`config.mk`:
```
export PLATFORM = sky130hd
export DESIGN_NAME = imu_frame_deframer
export DESIGN_NICKNAME = d
export VERILOG_FILES = /design/src/rtl/ifd_pkg.sv /design/src/rtl/ifd_datapath.sv /design/src/rtl/ifd_ctrl.sv /design/src/rtl/imu_frame_deframer.sv
export SDC_FILE = /design/constraint.sdc
export NUM_CORES = 1
export LEC_CHECK = 0
export ABC_AREA = 1
export BUFFER_PORTS_ARGS = -buffer_cell sky130_fd_sc_hd__buf_2
export CORE_ASPECT_RATIO = 1.5
export CORE_UTILIZATION = 40
export CTS_CLUSTER_SIZE = 30
export DETAILED_ROUTE_END_ITERATION = 16
export GPL_ROUTABILITY_DRIVEN = 0
export PLACE_DENSITY_LB_ADDON = 0.05
export SLEW_MARGIN = 0
export SYNTH_ARGS = -nofsm -noshare
export SYNTH_HDL_FRONTEND = slang
export SYNTH_SLANG_ARGS = --single-unit
```
`constraint.sdc`:
```
create_clock -name clk_i -period 8.5 [get_ports clk_i]
set_clock_uncertainty 0.15 [all_clocks]
set_input_delay 1.7 -clock clk_i [delete_from_list [all_inputs] [get_ports clk_i]]
set_output_delay 1.7 -clock clk_i [all_outputs]
set_load 0.1 [all_outputs]
```
`src/rtl/ifd_pkg.sv`:
```
// Shared constants and controller/datapath interface types for the frame deframer.
package ifd_pkg;

  localparam int unsigned FrameLen  = 11;
  localparam int unsigned FillW     = 4;
  localparam logic [7:0]  SyncReset = 8'h55;

  typedef logic [FillW-1:0] fill_t;

  // Commands from the controller to the datapath
  typedef struct packed {
    logic load_byte;  // capture the incoming beat
    logic shift;      // drop the leading window byte
    logic push;       // append the held byte to the window
    logic clear;      // empty the window
    logic load_out;   // move the decoded frame into the output register
  } cmd_t;

  // Status from the datapath to the controller
  typedef struct packed {
    logic empty;      // no bytes buffered
    logic lead_sync;  // first buffered byte equals the sync byte
    logic full;       // a whole frame is buffered
    logic sum_ok;     // checksum byte matches the sum of bytes 0..9
    logic out_busy;   // output register still holds a beat
  } sts_t;

endpackage

```
`src/rtl/ifd_datapath.sv`:
```
// Byte window, checksum and output register of the frame deframer.
module ifd_datapath (
  input  logic              clk_i,
  input  logic              rst_ni,
  input  ifd_pkg::cmd_t     cmd_i,
  output ifd_pkg::sts_t     sts_o,
  input  logic [7:0]        rx_byte_i,
  input  logic              cfg_we_i,
  input  logic [7:0]        cfg_sync_byte_i,
  input  logic              out_stall_i,
  output logic              out_valid_o,
  output logic [7:0]        frame_type_o,
  output logic [15:0]       word_one_o,
  output logic [15:0]       word_two_o,
  output logic [15:0]       word_three_o,
  output logic [15:0]       word_four_o
);

  logic [7:0]     win_q [ifd_pkg::FrameLen];
  ifd_pkg::fill_t fill_q;
  logic [7:0]     hold_q;
  logic [7:0]     sync_q;
  logic           out_valid_q;
  logic [7:0]     type_q;
  logic [15:0]    w1_q, w2_q, w3_q, w4_q;

  logic [7:0]     pair_sum [5];
  logic [7:0]     sum;
  logic           at_limit;
  ifd_pkg::fill_t wr_idx;

  // Checksum over bytes 0..9 as a shallow adder tree
  always_comb begin
    for (int p = 0; p < 5; p++) begin
      pair_sum[p] = win_q[2*p] + win_q[2*p+1];
    end
    sum = (pair_sum[0] + pair_sum[1]) + (pair_sum[2] + pair_sum[3]) + pair_sum[4];
  end

  assign at_limit = (fill_q >= ifd_pkg::fill_t'(ifd_pkg::FrameLen));
  assign wr_idx   = at_limit ? '0 : fill_q;

  assign sts_o.empty     = (fill_q == '0);
  assign sts_o.lead_sync = (win_q[0] == sync_q);
  assign sts_o.full      = at_limit;
  assign sts_o.sum_ok    = (sum == win_q[ifd_pkg::FrameLen-1]);
  assign sts_o.out_busy  = out_valid_q;

  always_ff @(posedge clk_i) begin
    if (cmd_i.load_byte) begin
      hold_q <= rx_byte_i;
    end
    for (int i = 0; i < ifd_pkg::FrameLen; i++) begin
      if (cmd_i.shift) begin
        if (i < ifd_pkg::FrameLen - 1) begin
          win_q[i] <= win_q[i+1];
        end
      end else if (cmd_i.push && (wr_idx == ifd_pkg::fill_t'(i))) begin
        win_q[i] <= hold_q;
      end
    end
    if (cmd_i.load_out) begin
      type_q <= win_q[1];
      w1_q   <= {win_q[3], win_q[2]};
      w2_q   <= {win_q[5], win_q[4]};
      w3_q   <= {win_q[7], win_q[6]};
      w4_q   <= {win_q[9], win_q[8]};
    end
  end

  always_ff @(posedge clk_i or negedge rst_ni) begin
    if (!rst_ni) begin
      fill_q      <= '0;
      sync_q      <= ifd_pkg::SyncReset;
      out_valid_q <= 1'b0;
    end else begin
      if (cfg_we_i) begin
        sync_q <= cfg_sync_byte_i;
      end
      if (cmd_i.clear) begin
        fill_q <= '0;
      end else if (cmd_i.shift) begin
        fill_q <= fill_q - 1'b1;
      end else if (cmd_i.push) begin
        fill_q <= wr_idx + 1'b1;
      end
      if (cmd_i.load_out) begin
        out_valid_q <= 1'b1;
      end else if (!out_stall_i) begin
        out_valid_q <= 1'b0;
      end
    end
  end

  assign out_valid_o  = out_valid_q;
  assign frame_type_o = type_q;
  assign word_one_o   = w1_q;
  assign word_two_o   = w2_q;
  assign word_three_o = w3_q;
  assign word_four_o  = w4_q;

endmodule

```
`src/rtl/ifd_ctrl.sv`:
```
// Sequencing state machine of the frame deframer.
module ifd_ctrl (
  input  logic          clk_i,
  input  logic          rst_ni,
  input  logic          in_valid_i,
  output logic          in_stall_o,
  input  ifd_pkg::sts_t sts_i,
  output ifd_pkg::cmd_t cmd_o
);

  localparam logic [1:0] StIdle  = 2'd0;
  localparam logic [1:0] StPre   = 2'd1;
  localparam logic [1:0] StPost  = 2'd2;
  localparam logic [1:0] StCheck = 2'd3;

  logic [1:0] state_q, state_d;
  logic       strip;

  assign strip = !sts_i.empty && !sts_i.lead_sync;

  always_comb begin
    state_d = state_q;
    cmd_o   = '0;
    unique case (state_q)
      StIdle: begin
        if (in_valid_i) begin
          cmd_o.load_byte = 1'b1;
          state_d         = StPre;
        end
      end
      StPre: begin
        // drop stale lead bytes, then append the held byte
        if (strip) begin
          cmd_o.shift = 1'b1;
        end else begin
          cmd_o.push = 1'b1;
          state_d    = StPost;
        end
      end
      StPost: begin
        if (strip) begin
          cmd_o.shift = 1'b1;
        end else begin
          state_d = StCheck;
        end
      end
      StCheck: begin
        if (!sts_i.full) begin
          state_d = StIdle;
        end else if (sts_i.sum_ok) begin
          // hold until the output register is free
          if (!sts_i.out_busy) begin
            cmd_o.load_out = 1'b1;
            cmd_o.clear    = 1'b1;
            state_d        = StIdle;
          end
        end else begin
          cmd_o.shift = 1'b1;
          state_d     = StPost;
        end
      end
      default: state_d = StIdle;
    endcase
  end

  always_ff @(posedge clk_i or negedge rst_ni) begin
    if (!rst_ni) begin
      state_q <= StIdle;
    end else begin
      state_q <= state_d;
    end
  end

  assign in_stall_o = (state_q != StIdle);

endmodule

```
`src/rtl/imu_frame_deframer.sv`:
```
// Top level of the sync-byte frame deframer with additive checksum.
//
//   channel | direction | handshake               | payload
//   --------+-----------+-------------------------+-----------------------------------
//   in      | sink      | in_valid_i / in_stall_o | rx_byte_i
//   out     | source    | out_valid_o / out_stall_i | frame_type_o, word_one_o..four_o
//   cfg     | sink      | cfg_valid_i / cfg_ready_o | cfg_sync_byte_i
//
// One input beat passes the idle, pre, post and check steps, plus a step per buffered
// byte dropped while searching for the sync byte and a further shift and post pass per
// checksum failure; the window drops one buffered byte per cycle.
// Reset empties the window and loads sync byte 0x55; no clearing pass.
// The output register lets the next beat be taken while a frame waits; a
// finished frame waits in the check step while the previous one is still held.
module imu_frame_deframer (
  input  logic        clk_i,
  input  logic        rst_ni,
  input  logic        in_valid_i,
  output logic        in_stall_o,
  input  logic [7:0]  rx_byte_i,
  output logic        out_valid_o,
  input  logic        out_stall_i,
  output logic [7:0]  frame_type_o,
  output logic [15:0] word_one_o,
  output logic [15:0] word_two_o,
  output logic [15:0] word_three_o,
  output logic [15:0] word_four_o,
  input  logic        cfg_valid_i,
  output logic        cfg_ready_o,
  input  logic [7:0]  cfg_sync_byte_i
);

  ifd_pkg::cmd_t cmd;
  ifd_pkg::sts_t sts;

  assign cfg_ready_o = 1'b1;

  ifd_ctrl u_ctrl (
    .clk_i      (clk_i),
    .rst_ni     (rst_ni),
    .in_valid_i (in_valid_i),
    .in_stall_o (in_stall_o),
    .sts_i      (sts),
    .cmd_o      (cmd)
  );

  ifd_datapath u_dp (
    .clk_i           (clk_i),
    .rst_ni          (rst_ni),
    .cmd_i           (cmd),
    .sts_o           (sts),
    .rx_byte_i       (rx_byte_i),
    .cfg_we_i        (cfg_valid_i && cfg_ready_o),
    .cfg_sync_byte_i (cfg_sync_byte_i),
    .out_stall_i     (out_stall_i),
    .out_valid_o     (out_valid_o),
    .frame_type_o    (frame_type_o),
    .word_one_o      (word_one_o),
    .word_two_o      (word_two_o),
    .word_three_o    (word_three_o),
    .word_four_o     (word_four_o)
  );

endmodule

```
==> impl_metrics.tcl <==
set metrics [dict create \
    outcome "finished, violations left" \
    violations "DRC" \
    syn_avg_cell_area_sq_um 12.1 \
    reg2reg_to "u_dp.word_four_o[9]$_DFFE_PN_" \
    crit_slowest_cell "buf_4" \
    synth_area_leaders "edfxtp_1, fa_1, nand2_1" \
    clockBufferDepth 2 \
    finalHoldViolations 0 \
    numPortBuffers 94 \
    cts.htree.levels 4 \
    drtIter0Drc 455 \
    yosys_most_used_dff "edfxtp_1" \
    clock-sinks 183 \
    cts_buffers 17 \
    nets 950 \
    rows 67 \
    synth_cell_types 39 \
    vias 5656 \
    cts_setup_buffers 0 \
    ys_seq_area_share_pct 59.1 \
    fp.dieW_um 126 \
    multi_input_area_sq_um 3240 \
    grt_setup_unrepaired "no" \
    min-delay-start "u_dp.hold_q[4]$_DFFE_PP_" \
    synth-async-reset-ratio_pct 8.20 \
    fmax_ghz 0.155 \
    die_y_um 187 \
    fin_crit_sh_pct 76.1 \
    critPathLaunchType "flip-flop" \
    hold_end "u_dp.win_q[10][4]$_DFFE_PP_" \
    cts_resized 0 \
    crit_required_ps 8410 \
    wl_um 21900 \
    dp_hpwl_um 17000 \
    synthTopCellsByCount "nand2_1, edfxtp_1, inv_1" \
    viasPerCell 4.94 \
    grt_overflow_total 0 \
    setup_tns_ps 0 \
    yosys.area.top_type "edfxtp_1" \
    arrival_ps 6380 \
    die-area_sq_um 23600 \
    clock_latency_ps 430 \
    core_sq_um 22500 \
    drc_errors 9 \
    critical_path_class "flip-flop to flip-flop" \
    boundaryPins 96 \
    min_path_cells 0 \
    reg2reg_slack_ps 2030 \
    max_cap_viol_count 0 \
    synth_seq_cells 183 \
    synth.most_common_cell "nand2_1" \
    first_pass_iters 11 \
    cts_tree "done" \
    synth_nets 850 \
    syn_area_sq_um 9180 \
    cpMostUsedCell "fa_1" \
    drive_gt1_share_pct 19.8 \
    reg2reg_from "u_dp.win_q[6][2]$_DFFE_PP_" \
    area.sequential_sq_um 5430 \
    period_minus_slack_ps 6470 \
    synthDominantCellAreaShare_pct 55.0 \
    setup_viol 0 \
    ant_nets 0 \
    relSlewSlack_pct 53.5 \
    areaGrowthSynthToFinish_pct 14.0 \
    crit_fanout 48 \
    min_path_type "flip-flop to flip-flop" \
    path_cells "fa_1 > inv_1 > fa_1 > fa_1 > fa_1 > inv_1 > fa_1 > inv_1 > fa_1 > xor2_1 > nand3_1 > nor3_1 > nand3_1 > nor3_4 > nand3_1 > inv_2 > buf_4" \
    final-max-slew-violation-count 0 \
    clkSlewWorstSetupHoldPaths_ps 70 \
    grt_max_degree 49 \
    fill_cells 2119 \
    worst_pin_slew_ps 696 \
    syn_inst 757 \
    start_util_pct 40.8 \
    crit_path_max_incr_delay_ps 620 \
    diodes 0 \
    grt_antenna_before_repair 0 \
    ctsHoldBuffers 0 \
    r2r_cells 17 \
    grt_usage_pct 19.6 \
    synth_edf_count 168 \
    yosys_warnings 0 \
    grt_pass1_wl_um 33200 \
    root_buffer "clkbuf_16" \
    wl_per_cell_um 19.1 \
    end_kind "flip-flop" \
    grt_pass1_vias 5632 \
]
[layer usage]
metal	part of all wire [%]	GRT usage (%)	wire [um]
met5	0	0	0
met1	41	23.3	8920
met4	2.4	7.27	515
met2	53	35.0	11700
met3	3.3	3.79	731
[critical path: cells and delay by family, from the launching register on]
kind          cells  cell delay [ps]
simple gates      5              710
flops             1              470
fa+ha+maj         6             3260
buf+inv           5             1300
xor+xnor          1              160
[cell usage in the layout (no fill, tap or decap), drive strengths merged, types with 6 or more instances in the layout]
master  Yosys  layout
inv       106     108
nand2     197     197
ha         22      22
clkinv      0       7
xnor2      15      15
edfxtp    168     168
o21ai      89      89
clkbuf      5      19
buf        11      97
xor2       10      10
dfrtp      11      11
fa         50      50
mux2        6       6
nand3      24      24
nor2       17      17
[layout make-up]
cell class | instances | area share, %
Inverter | 106 | 3.80
Multi-Input combinational cell | 452 | 30.9
Clock inverter | 13 | 1.23
Tap cell | 276 | 3.30
Timing Repair Buffer | 97 | 4.71
Sequential cell | 183 | 51.9
Clock buffer | 19 | 4.14
[state kept, by name (all words and copies together), names as in the netlist]
name and count:
u_dp.win_q 88, u_dp.word_four_o 16, u_dp.word_one_o 16, u_dp.word_three_o 16, u_dp.word_two_o 16, u_dp.frame_type_o 8, u_dp.hold_q 8, u_dp.sync_q 8
u_dp.fill_q 4, u_ctrl.state_q 2, u_dp.out_valid_o 1
[worst max path at each step]
| stage | from | endpoint | slack [ps] | cells after the start |
|---|---|---|---|---|
| after floorplan | u_dp.win_q[3][1]$_DFFE_PP_ | u_dp.frame_type_o[0]$_DFFE_PN_ | 2070 | 16 |
| after global placement | u_dp.win_q[2][2]$_DFFE_PP_ | u_dp.word_two_o[7]$_DFFE_PN_ | 2030 | 17 |
| after detailed placement | u_dp.win_q[2][2]$_DFFE_PP_ | u_dp.word_three_o[3]$_DFFE_PN_ | 1950 | 17 |
| after CTS | u_dp.win_q[6][2]$_DFFE_PP_ | u_dp.word_four_o[9]$_DFFE_PN_ | 1940 | 17 |
| after global routing | u_dp.win_q[6][2]$_DFFE_PP_ | u_dp.word_four_o[9]$_DFFE_PN_ | 1630 | 17 |
| final | u_dp.win_q[6][2]$_DFFE_PP_ | u_dp.word_four_o[9]$_DFFE_PN_ | 2030 | 17 |
[cells by family after synthesis]
family                     count (synthesis)  synth area share, %
and+or+nand+nor                          252                 12.4
other                                      1               0.0409
DFF                                      183                 59.1
AOI/OAI and AO/OA                         96                 5.78
xor gates and xnor gates                  25                 2.39
adders and majority gates                 72                 13.9
buffers and inverters                    122                 5.60
muxes                                      6                0.736
[through the flow]
stage	setup WS (ps)	hold WS (ps)	cell area [sq um]	cells	util, %
after floorplan	2070	276	9180	757	-
after global placement	2030	287	9900	1114	44.1
after detailed placement	1950	286	9900	1114	44.1
after CTS	1940	303	10500	1146	46.6
after global routing	1630	310	10500	1146	46.6
final	2030	302	10500	1146	46.6
Power is left out: the tool's default activity adds up to more than one toggle a clock period on the data nets, which glitch-free logic cannot reach.
